`src/design/nrcm_pkg.sv`:
```
// nrcm_pkg: shared types, constants and functions for the coordinate mapper.
// No dependencies.
package nrcm_pkg;

   localparam int MaxEntries = 8;
   localparam int SlotW = $clog2(MaxEntries);
   localparam int FracBits = 8;
   localparam logic signed [25:0] OneUnit = 26'sd1 <<< FracBits;
   localparam logic [15:0] ScaleOne = 16'd4096;
   localparam int QDepth = 2;

   localparam logic [2:0] KIND_WRITE = 3'd0;
   localparam logic [2:0] KIND_P2S = 3'd1;
   localparam logic [2:0] KIND_S2P = 3'd2;
   localparam logic [2:0] KIND_P2S_SLOT = 3'd3;
   localparam logic [2:0] KIND_S2P_SLOT = 3'd4;

   localparam logic [1:0] CSR_MONITOR_COUNT = 2'd0;
   localparam logic [1:0] CSR_FORCE_ZERO = 2'd1;

   typedef struct packed {
      logic [2:0] kind;
      logic [2:0] slot;
      logic signed [23:0] primary_x;
      logic signed [23:0] primary_y;
      logic signed [23:0] secondary_x;
      logic signed [23:0] secondary_y;
      logic [22:0] logical_width;
      logic [22:0] logical_height;
      logic [22:0] transformed_width;
      logic [22:0] transformed_height;
      logic [15:0] scale_factor;
   } req_type;

   typedef struct packed {
      logic found;
      logic [2:0] chosen_slot;
      logic signed [23:0] mapped_x;
      logic signed [23:0] mapped_y;
      logic saturated;
   } rsp_type;

   // Classified job passed from front to back.
   typedef struct packed {
      logic to_sec;
      logic search;
      logic slot_ok;
      logic [SlotW-1:0] slot;
      logic signed [23:0] px;
      logic signed [23:0] py;
   } job_type;

   typedef struct packed {
      logic signed [23:0] px;
      logic signed [23:0] py;
      logic signed [23:0] sx;
      logic signed [23:0] sy;
      logic [22:0] lw;
      logic [22:0] lh;
      logic [22:0] tw;
      logic [22:0] th;
      logic [15:0] sc;
   } entry_type;

   typedef enum logic [2:0] {
      ST_IDLE, ST_SEARCH, ST_MAP, ST_DIV, ST_ADD, ST_OUT
   } back_state_type;

   function automatic logic signed [25:0] axis_gap(input logic signed [23:0] p,
         input logic signed [23:0] lo, input logic [22:0] size);
      logic signed [25:0] hi;
      logic signed [25:0] g;
      hi = 26'(lo) + 26'(signed'({1'b0, size})) - OneUnit;
      g = '0;
      if (26'(lo) - 26'(p) > g) g = 26'(lo) - 26'(p);
      if (26'(p) - hi > g) g = 26'(p) - hi;
      return g;
   endfunction

endpackage

```
`src/design/nrcm_queue.sv`:
```
// nrcm_queue: short job queue between front and back.
// Depends on nrcm_pkg.
module nrcm_queue import nrcm_pkg::*; (
   input  logic clock,
   input  logic reset,
   input  logic wr,
   input  job_type wr_job,
   output logic full,
   input  logic rd,
   output logic empty,
   output job_type rd_job
);
   job_type mem_ff [QDepth];
   logic [0:0] wp_ff, rp_ff;
   logic [1:0] cnt_ff;

   assign full = cnt_ff == 2'(QDepth);
   assign empty = cnt_ff == 2'd0;
   assign rd_job = mem_ff[rp_ff];

   always_ff @(posedge clock) begin
      if (wr) mem_ff[wp_ff] <= wr_job;
      if (reset) begin
         wp_ff <= '0;
         rp_ff <= '0;
         cnt_ff <= '0;
      end else begin
         if (wr) wp_ff <= wp_ff + 1'b1;
         if (rd) rp_ff <= rp_ff + 1'b1;
         cnt_ff <= cnt_ff + 2'(wr) - 2'(rd);
      end
   end

   assert property (@(posedge clock) disable iff (reset) full |-> !wr)
      else $error("queue overflow");
   assert property (@(posedge clock) disable iff (reset) empty |-> !rd)
      else $error("queue underflow");
   assert property (@(posedge clock) disable iff (reset) cnt_ff <= 2'(QDepth))
      else $error("queue count out of range");
endmodule

```
`config.mk`:
```
export PLATFORM = sky130hd
export DESIGN_NAME = nrcm_queue
export DESIGN_NICKNAME = d
export VERILOG_FILES = /design/src/design/nrcm_pkg.sv /design/src/design/nrcm_queue.sv
export SDC_FILE = /design/constraint.sdc
export NUM_CORES = 1
export LEC_CHECK = 0
export ABC_AREA = 0
export CAP_MARGIN = 5
export CORE_MARGIN = 4
export CORE_UTILIZATION = 48
export CTS_CLUSTER_DIAMETER = 30
export DETAILED_ROUTE_END_ITERATION = 16
export DONT_BUFFER_PORTS = 1
export PLACE_DENSITY_LB_ADDON = 0.3
export SYNTH_ARGS = -nofsm -noshare
export SYNTH_HDL_FRONTEND = slang
export SYNTH_SLANG_ARGS = --single-unit
```
`constraint.sdc`:
```
create_clock -name clock -period 4.94 [get_ports clock]
set_input_delay 0.247 -clock clock [delete_from_list [all_inputs] [get_ports clock]]
set_output_delay 0.247 -clock clock [all_outputs]
set_load 0.05 [all_outputs]
```
== Yosys cells after proc, flatten, opt, wreduce, memory -nomap -nowiden ==
Memory sizes are Yosys's and may differ from the RTL's. A register that Yosys moved wholly into a read port is not among the register bits.
Index checks and enable logic that the tools add are counted.

* Flip-flop bits (word level): 4
* RAM bits: 108
* Input port bits: 58
* Output and inout bits: 56
* Word-level logic and storage cells: 14
* Memories kept: 1

* Add/subtract/negate cells: 4
* Eq/ne operators: 1
* Mux-type cells: 4
* Reductions and logical operators: 1

{| class="wikitable"
|+ Memories
! name !! depth !! width !! rd ports !! clocked after Yosys merged registers in !! wr ports !! line !! RTL
|-
| mem_ff || 2 || 54 || 1 || 1 || 1 || nrcm_queue.sv:13 || <nowiki>job_type mem_ff [QDepth];</nowiki>
|}

{| class="wikitable"
|+ Operator list
! cell !! number
|-
| $mux 1 || 4
|-
| $add 1x1->1 const B || 2
|-
| $add 2x1->2 || 1
|-
| $eq 2x2->1 const B || 1
|-
| $logic_not 2->1 || 1
|-
| $sub 2x1->2 || 1
|}

== Depth between registers and ports, before layout ==
* Depth after elaboration: 3
* Mapped depth: 6
* Depth with buffers taken out: 6

== Worst setup path before layout ==
No wires, ideal clock.

* Kind: register to register
* Start: register wp_ff
* End: memory mem_ff[0][0] (netlist bit), enable pin
* Library setup time: 472 ps
* Arrival time: 2,734 ps
* Data required time: 4,468 ps
* Path slack: 1,734 ps
* Cell stages (with the launch flop): 2
* Path buffers: 0
* Clock period less this slack: 3,206 ps
* Path through: dfxtp_1 nor2b_1

{| class="wikitable"
|+ RTL lines
! item !! line !! RTL
|-
| start, declared || nrcm_queue.sv:14 || <nowiki>logic [0:0] wp_ff, rp_ff;</nowiki>
|-
| start signal, assigned || nrcm_queue.sv:28 || <nowiki>if (wr) wp_ff <= wp_ff + 1'b1;</nowiki>
|-
| end, declared || nrcm_queue.sv:13 ||
|}

Straight into the memory's write port.

==> results.tsv <==
metric	value	unit
final_area	5570	µm²
clk_latency	0.49	ns
clock.fmax	438	MHz
worst_slew_pin_slew	0.948	ns
min-delay-start	wr	
initial_core_util	0.496	
startpoint_type	flop	
fin_hold_ws	0.0174	ns
synth.distinct_cells	13	
end_kind	output pin	
syn_area	4370	µm²
top_level_ports	114	
ys_async_sr_fraction	0	
synth_top_area_share	0.743	
cts_buffers	17	
yosys_most_used_dff	edfxtp_1	
grt_max_degree	55	
port_buffers	0	
fin_crit_sh	0.462	
drtPass1Iterations	4	
root_buffer	clkbuf_8	
drv_slew	0	
finalHoldViolCount	0	
grt_overflow_total	0	
critPathTopFamily	flip-flops	
fin_skew	0.0176	ns
synth_edf_count	108	
drt_wl_total	7440	µm
clk_pin_slew	0.06	ns
synth_fp_nets	249	
ant_nets	0	
antenna_cells	0	
worstReg2RegStart	wp_ff$_SDFFE_PP0P_	
vias_per_cell	5.02	
cts.sinks	113	
coreArea	8810	µm²
yosys-top-cells-count	108 x edfxtp_1, 50 x mux2_4, 5 x buf_12, 5 x dfxtp_1, 5 x nor2_1	
synth_area_leader_cell	edfxtp_1	
criticalPathCategory	flop to output pin	
rsz0062_at_grt	no	
cts_resized	0	
yosys_warnings	0	
num_vias	1922	
grt_usage	0.145	
tritoncts	done	
path_cells	mux2_2	
slew_headroom	0.368	
power.density	482	nW/µm²
cp_slowest_cell	dfxtp_4	
p_leak	0.00204	µW
nets	322	
hold_path_class	input pin to flop	
rows	34	
remaining_drc_errors	0	
areaGrowthSynthToFinish	27.6	%
ys_ff_latch	113	
synth.most_common_cell	edfxtp_1	
period_minus_slack	2.28	ns
cts_max_path_buffers	2	
cp_num_buf_inv	0	
place_congestion	0.719	
crit_path_max_fanout	54	
drt_iter0_drc	71	
worstPathArrival	2.04	ns
seq_area_frac_synth	0.766	
avgSynthCellArea	23.1	µm²
cts.htree.levels	4	
netlist_instances	189	
fp.dieW	103	µm
antenna_found_initial	0	
tns	0	ns
synthTopCellsByArea	edfxtp_1 74%, mux2_4 17%, buf_12 2.3%, dfxtp_1 2.3%, mux2_2 1.0%	
cp_slowest_stage_delay	0.97	ns
die_h	103	µm
placed_area	4420	µm²
avgRoutedWirePerCell	19.4	µm
drive_gt1_frac	0.324	
setup_viol	0	
die_area	10700	µm²
cap_violations	0	
max-vdd-ir-drop	0.294	mV
grt_pass1_wl	11000	µm
required	4.69	ns
status	completed	
grt_pass1_vias	2142	
==> path summary, 6_finish.rpt <==
path / to / slack (ns) / cells past startpoint
setup / recovery: rd_job[42] / 2.66 / 1
hold / removal: cnt_ff[0]$_SDFF_PP0_ / 0.02 / 2
setup reg to reg: mem_ff[1][28]$_DFFE_PP_ / 3.13 / 2
hold reg to reg: rp_ff$_SDFFE_PP0P_ / 0.55 / 2
==> area by class of cell <==
type                            instances  area (µm²)
Clock buffer                           22         463
Clock inverter                         10         109
Fill cell                             605        3240
Inverter                                2        7.51
Multi-Input combinational cell         68         913
Sequential cell                       113        3350
Tap cell                              108         135
Timing Repair Buffer                   60         596
==> registers in the layout, indices dropped and copies added (netlist names), named ones only <==
name / cells
cnt_ff: 2
mem_ff: 108
rp_ff: 1
wp_ff: 1
==> power by group <==
group	internal [µW]	switching, µW
logic	132	260
clock network	752	381
registers	1120	41.5
==> cells in the final DEF (no fill, tap or decap) <==
cell type	instances
edfxtp_1	108
dlygate4sd3_1	58
mux2_4	50
clkbuf_16	16
nor2_1	5
clkinv_2	5
mux2_2	4
clkbuf_8	4
dfxtp_1	4
inv_1	2
nor2b_1	2
xnor2_1	2
ha_1	2
clkbuf_1	2
bufinv_16	2
clkinvlp_4	2
buf_4	2
and2_2	1
nor2b_4	1
xnor3_1	1
dfxtp_4	1
clkinv_4	1
==> kinds of logic (layout without fill, tap and decap cells) <==
family | count (synthesis) | after routing | share of synthesized area
mux | 54 | 54 | 0.182
simple gates | 9 | 9 | 0.0100
buf+inv | 8 | 94 | 0.0272
xor+xnor | 3 | 3 | 0.00917
fa+ha+maj | 2 | 2 | 0.00573
flops | 113 | 113 | 0.766
==> metrics by stage <==
stage	setup WS [ns]	power, µW	util	cells
2_1_floorplan	1.73	1510	-	189
3_3_place_gp	3.17	1520	0.502	293
3_5_place_dp	3.12	1530	0.502	293
4_1_cts	2.62	2710	0.633	383
5_1_grt	2.54	2790	0.633	383
6_report	2.66	2690	0.633	383
==> timing repair <==
item,4_1_cts,5_1_grt
hold endpoints to repair,113,0
hold buffers,58,0
setup buffers,0,0
==> routing by layer <==
| metal | up-vias | routed length [µm] | track usage | share of wire |
|---|---|---|---|---|
| met5 | - | 0 | 0 | 0 |
| met4 | 0 | 176 | 0.0757 | 0.024 |
| met3 | 12 | 563 | 0.0624 | 0.076 |
| met2 | 80 | 3880 | 0.252 | 0.52 |
| met1 | 946 | 2820 | 0.146 | 0.38 |
| li1 | 884 | - | - | - |
(Power assumes the default switching activity.)
