$ cat src/design/nrcm_pkg.sv
// nrcm_pkg: shared types, constants and functions for the coordinate mapper.
// No dependencies.
package nrcm_pkg;

   localparam int MaxEntries = 8;
   localparam int SlotW = $clog2(MaxEntries);
   localparam int FracBits = 8;
   localparam logic signed [25:0] OneUnit = 26'sd1 <<< FracBits;
   localparam logic [15:0] ScaleOne = 16'd4096;
   localparam int QDepth = 2;

   localparam logic [2:0] KIND_WRITE = 3'd0;
   localparam logic [2:0] KIND_P2S = 3'd1;
   localparam logic [2:0] KIND_S2P = 3'd2;
   localparam logic [2:0] KIND_P2S_SLOT = 3'd3;
   localparam logic [2:0] KIND_S2P_SLOT = 3'd4;

   localparam logic [1:0] CSR_MONITOR_COUNT = 2'd0;
   localparam logic [1:0] CSR_FORCE_ZERO = 2'd1;

   typedef struct packed {
      logic [2:0] kind;
      logic [2:0] slot;
      logic signed [23:0] primary_x;
      logic signed [23:0] primary_y;
      logic signed [23:0] secondary_x;
      logic signed [23:0] secondary_y;
      logic [22:0] logical_width;
      logic [22:0] logical_height;
      logic [22:0] transformed_width;
      logic [22:0] transformed_height;
      logic [15:0] scale_factor;
   } req_type;

   typedef struct packed {
      logic found;
      logic [2:0] chosen_slot;
      logic signed [23:0] mapped_x;
      logic signed [23:0] mapped_y;
      logic saturated;
   } rsp_type;

   // Classified job passed from front to back.
   typedef struct packed {
      logic to_sec;
      logic search;
      logic slot_ok;
      logic [SlotW-1:0] slot;
      logic signed [23:0] px;
      logic signed [23:0] py;
   } job_type;

   typedef struct packed {
      logic signed [23:0] px;
      logic signed [23:0] py;
      logic signed [23:0] sx;
      logic signed [23:0] sy;
      logic [22:0] lw;
      logic [22:0] lh;
      logic [22:0] tw;
      logic [22:0] th;
      logic [15:0] sc;
   } entry_type;

   typedef enum logic [2:0] {
      ST_IDLE, ST_SEARCH, ST_MAP, ST_DIV, ST_ADD, ST_OUT
   } back_state_type;

   function automatic logic signed [25:0] axis_gap(input logic signed [23:0] p,
         input logic signed [23:0] lo, input logic [22:0] size);
      logic signed [25:0] hi;
      logic signed [25:0] g;
      hi = 26'(lo) + 26'(signed'({1'b0, size})) - OneUnit;
      g = '0;
      if (26'(lo) - 26'(p) > g) g = 26'(lo) - 26'(p);
      if (26'(p) - hi > g) g = 26'(p) - hi;
      return g;
   endfunction

endpackage

$ cat src/design/nrcm_front.sv
// nrcm_front: accepts items, performs table writes, classifies map items.
// Depends on nrcm_pkg.
module nrcm_front import nrcm_pkg::*; (
   input  logic req_push,
   output logic req_full,
   input  req_type req_data,
   input  logic [3:0] count,
   input  logic q_full,
   input  logic q_empty,
   input  logic back_busy,
   output logic q_wr,
   output job_type q_job,
   output logic tbl_we,
   output logic [SlotW-1:0] tbl_addr,
   output entry_type tbl_entry
);
   logic acc;
   logic is_map;

   // a table write waits until every earlier map has finished with the table
   assign req_full = q_full
      || (req_data.kind == KIND_WRITE && (back_busy || !q_empty));
   assign acc = req_push && !req_full;
   assign is_map = req_data.kind == KIND_P2S || req_data.kind == KIND_S2P
      || req_data.kind == KIND_P2S_SLOT || req_data.kind == KIND_S2P_SLOT;

   assign q_wr = acc && is_map;
   assign tbl_we = acc && req_data.kind == KIND_WRITE;
   assign tbl_addr = req_data.slot[SlotW-1:0];
   assign tbl_entry = '{px: req_data.primary_x, py: req_data.primary_y,
      sx: req_data.secondary_x, sy: req_data.secondary_y,
      lw: req_data.logical_width, lh: req_data.logical_height,
      tw: req_data.transformed_width, th: req_data.transformed_height,
      sc: req_data.scale_factor};

   always_comb begin
      q_job.to_sec = req_data.kind == KIND_P2S || req_data.kind == KIND_P2S_SLOT;
      q_job.search = req_data.kind == KIND_P2S || req_data.kind == KIND_S2P;
      q_job.slot_ok = {1'b0, req_data.slot} < count;
      q_job.slot = req_data.slot[SlotW-1:0];
      q_job.px = q_job.to_sec ? req_data.primary_x : req_data.secondary_x;
      q_job.py = q_job.to_sec ? req_data.primary_y : req_data.secondary_y;
   end
endmodule

$ cat config.mk
export PLATFORM = sky130hd
export DESIGN_NAME = nrcm_front
export DESIGN_NICKNAME = d
export VERILOG_FILES = /design/src/design/nrcm_pkg.sv /design/src/design/nrcm_front.sv
export SDC_FILE = /design/constraint.sdc
export NUM_CORES = 1
export LEC_CHECK = 0
export ABC_CLOCK_PERIOD_IN_PS = 1900
export BUFFER_PORTS_ARGS = -buffer_cell sky130_fd_sc_hd__buf_2
export CAP_MARGIN = 15
export CORE_AREA = 2 2 188 190
export DETAILED_ROUTE_END_ITERATION = 12
export DIE_AREA = 0 0 190 192
export PLACE_DENSITY = 0.34
export SYNTH_ARGS = -nofsm -noshare
export SYNTH_HDL_FRONTEND = slang
export SYNTH_SLANG_ARGS = --single-unit
$ cat constraint.sdc
create_clock -name vclk -period 1.9
set_input_delay 0.285 -clock vclk [all_inputs]
set_output_delay 0.285 -clock vclk [all_outputs]
set_load 0.05 [all_outputs]
Word-level counts from Yosys, hierarchy flattened
Cells that the tools add are included.

Logic and storage cells: 20. Input bits: 218. Register bits: 0. Output and inout port bits: 264.

Muxes and demuxes: 2. Equal/unequal tests: 4. Order comparisons: 1. Reduce and logical (&&, ||, !) cells: 13.

Operators by type and width (count): 24-bit two-way mux (2); 3-bit by 2-bit equality test with 1-bit output, second input constant (2); 1-bit logical OR (6); 1-bit logical AND (4); 3-bit by 4-bit < comparator with 1-bit output (1); 3-bit by 1-bit equality test with 1-bit output, second input constant (1); 3-bit equality test, second input constant (1); 3-bit zero test (1); 1-bit zero test (2).

Depth between registers and ports, before layout
Depth after elaboration: 7. Mapped depth: 4. Mapped depth without buffers: 4.

Worst setup path after synthesis
OpenSTA, ideal clock, no wires.

Path type: in2out. Start: input port req_data[207] (netlist name). End: output port q_wr. Stages: 2. Path buffers: 0. Setup slack: -0.356 ns. Required time: 1.615 ns. Arrival time: 1.971 ns. Cell sequence: o21ai_0 -> nor4bb_1.

Word-level cells in the longest chain between the ends: 6. Elaborated cells on any way between the ends: 13. Those cells by class: eq/ne (4); reduce/logical (9).

RTL lines: start, declared (RTL line nrcm_front.sv:6) `input req_type req_data,`; 3-bit zero test (RTL line nrcm_front.sv:22) `|| (req_data.kind == KIND_WRITE && (back_busy || !q_empty));`; 1-bit logical AND (RTL line nrcm_front.sv:22); 1-bit logical OR (RTL line nrcm_front.sv:22); 1-bit zero test (RTL line nrcm_front.sv:23) `assign acc = req_push && !req_full;`; 1-bit logical AND (RTL line nrcm_front.sv:23); 1-bit logical AND (*) (RTL line nrcm_front.sv:27) `assign q_wr = acc && is_map;`; end, declared (RTL line nrcm_front.sv:11) `output logic q_wr,`.

Every way passes the cells marked *; elsewhere a longest branch is shown, timed or not.

==> out/qor.yml <==
required_ns: 1.62
design.core.area_sq_mm: 0.0343
path_common_cell: "sky130_fd_sc_hd__buf_2"
worst_slack_ns: 0.187
cpMaxStageDelayCell: "sky130_fd_sc_hd__mux2_2"
first_pass_iters: 4
maxCapViolations: 0
row_count: 68
finalCritPeriodShare_pct: 90.2
final_cell_count_no_fill: 791
nNetsFinal: 557
wl_cell_um: 10.4
aggregate_global_route_resource_usage_pct: 3.76
synth.cell_area_sq_mm: 0.00231
final.hold.worst_slack_ns: 0.570
tightestPinTransition_ns: 0.354
synth_seq_area_share_pct: 0
critical_path.n_buffers_inverters: 3
finalPower_mw: 1.23
layout.sequential_cells: 0
syn_avg_cell_area_sq_um: 8.21
final-hold-violation-count: 0
first_global_vias: 1802
postRouteAntennaNets: 0
initial_detailed_routing_violation_count: 24
port_buffers: 266
cts_hold_repair.buffers: 0
post_synthesis_instance_total: 282
pin_count: 482
placed_cell_area_sq_mm: 0.00264
grt_overflow_total: 0
critical_path.top_delay_family: "buffers and inverters"
layout.core_utilization_pct: 7.70
unrepaired_setup_endpoints_after_global_routing: "false"
clkbuf_count: 0
timing.hold.worst.class: "input port to output port"
cp-start-kind: "input port"
via_per_inst: 2.40
drt_wl_total_mm: 8.25
area_delta_synth_final_pct: 14.1
layout-drive-gt1-share_pct: 94.9
cts-resized-gates: 0
finalSetupViolations: 0
drt_drc_violations_left: 0
sequential_cell_area_sq_um: 0
crit_path_class: "input port to output port"
placedCellCount: 790
fin_tns_setup_ns: 0
post_cts_buffers: 0
power.density_mw_per_mm2: 465
p_leak_nw: 1.37
drv_slew: 0
delay_of_the_slowest_cell_on_the_worst_path_ns: 0.37
fp.dieArea_sq_mm: 0.0365
yosysWarningCount: 0
crit_arrival_ns: 1.43
floorplan.die.height_um: 192
finalInstanceArea_sq_mm: 0.00264
critical_path.cell_chain: "buf_2 -> nand2b_2 -> buf_4 -> mux2_2 -> buf_2"
grt_start_max_net_pins: 29
timing.critical_path.to_type: "output port"
slew_headroom_pct: 76.2
worst-path-max-fanout: 21
max_freq_mhz: 584
irDropWorstVdd_mv: 0.168
grt_antenna_before_repair: 1
dp_slack_ns: 0.178
grt_pass1_wl_mm: 10.2
gp_congestion: 0.771
dr_total_vias: 1899
detailedPlacementHpwl_mm: 7.59
post_synth_num_cell_types: 18
synth_fp_nets: 502
run_status: "finished clean"
layout.filler_cells: 4051
floorplan.die.width_um: 190
multi_input_comb_area_sq_um: 698
floorplan.initialDensity_pct: 6.75
final_period_minus_worst_setup_slack_ns: 1.71
==> cell families (layout without fill, tap and decap cells) <==
group | after synthesis | in the layout | share of synthesized area (%)
fa+ha+maj | 2 | 2 | 1.08
compound gates | 3 | 3 | 0.865
xor+xnor | 1 | 1 | 0.378
other cells | 0 | 1 | 0
mux | 48 | 48 | 24.8
simple gates | 10 | 10 | 2.65
buf+inv | 218 | 271 | 70.2
==> synth_stat cells <==
cell | instances | area, sq um
sky130_fd_sc_hd__buf_4 | 210 | 1580
sky130_fd_sc_hd__mux2_2 | 39 | 439
sky130_fd_sc_hd__mux2_4 | 9 | 135
sky130_fd_sc_hd__buf_2 | 3 | 15.0
sky130_fd_sc_hd__inv_1 | 3 | 11.3
sky130_fd_sc_hd__nand2b_1 | 3 | 18.8
sky130_fd_sc_hd__buf_6 | 2 | 22.5
sky130_fd_sc_hd__ha_1 | 2 | 25.0
sky130_fd_sc_hd__nor2_1 | 2 | 7.51
sky130_fd_sc_hd__a211oi_1 | 1 | 7.51
sky130_fd_sc_hd__a21o_1 | 1 | 7.51
sky130_fd_sc_hd__and2_1 | 1 | 6.26
sky130_fd_sc_hd__nor3_1 | 1 | 5.00
sky130_fd_sc_hd__nor3b_1 | 1 | 7.51
sky130_fd_sc_hd__nor4bb_1 | 1 | 10.0
sky130_fd_sc_hd__o21ai_0 | 1 | 5.00
sky130_fd_sc_hd__or3_1 | 1 | 6.26
sky130_fd_sc_hd__xnor2_1 | 1 | 8.76
==> path summary, 6_finish.rpt <==
check / startpoint / end / cells after the start
hold / removal: req_data[30] / tbl_entry[30] / 0
setup / recovery: req_data[209] / q_job[13] / 5
==> routing by layer <==
| metal | part of all wire (%) | global-route usage, % | up-vias |
|---|---|---|---|
| met3 | 19 | 2.59 | 30 |
| met5 | 0 | 0 | - |
| li1 | - | - | 799 |
| met4 | 3.4 | 1.67 | 0 |
| met1 | 29 | 3.05 | 781 |
| met2 | 48 | 6.92 | 289 |
==> cell usage in the layout, fill, tap and decap left out, types with 2 or more instances in the layout <==
cell type,netlist,routed
sky130_fd_sc_hd__nand2b_1,3,2
sky130_fd_sc_hd__inv_1,3,3
sky130_fd_sc_hd__mux2_4,9,9
sky130_fd_sc_hd__nor2_1,2,2
sky130_fd_sc_hd__mux2_2,39,39
sky130_fd_sc_hd__ha_1,2,2
sky130_fd_sc_hd__buf_2,3,266
==> power by group <==
group / leakage [nW] / switching [mW] / internal [mW]
registers: 0 / 0 / 0
clock network: 0.00000634 / 0 / 0.0000000705
logic: 1.37 / 0.916 / 0.312
==> final cells by class <==
class              count  share of cell area, %
repair buffers       268                   51.5
multi-input cells     64                   26.4
diodes                 1                 0.0948
well taps            455                   21.6
inverters              3                  0.427
(Power assumes the default switching activity.)
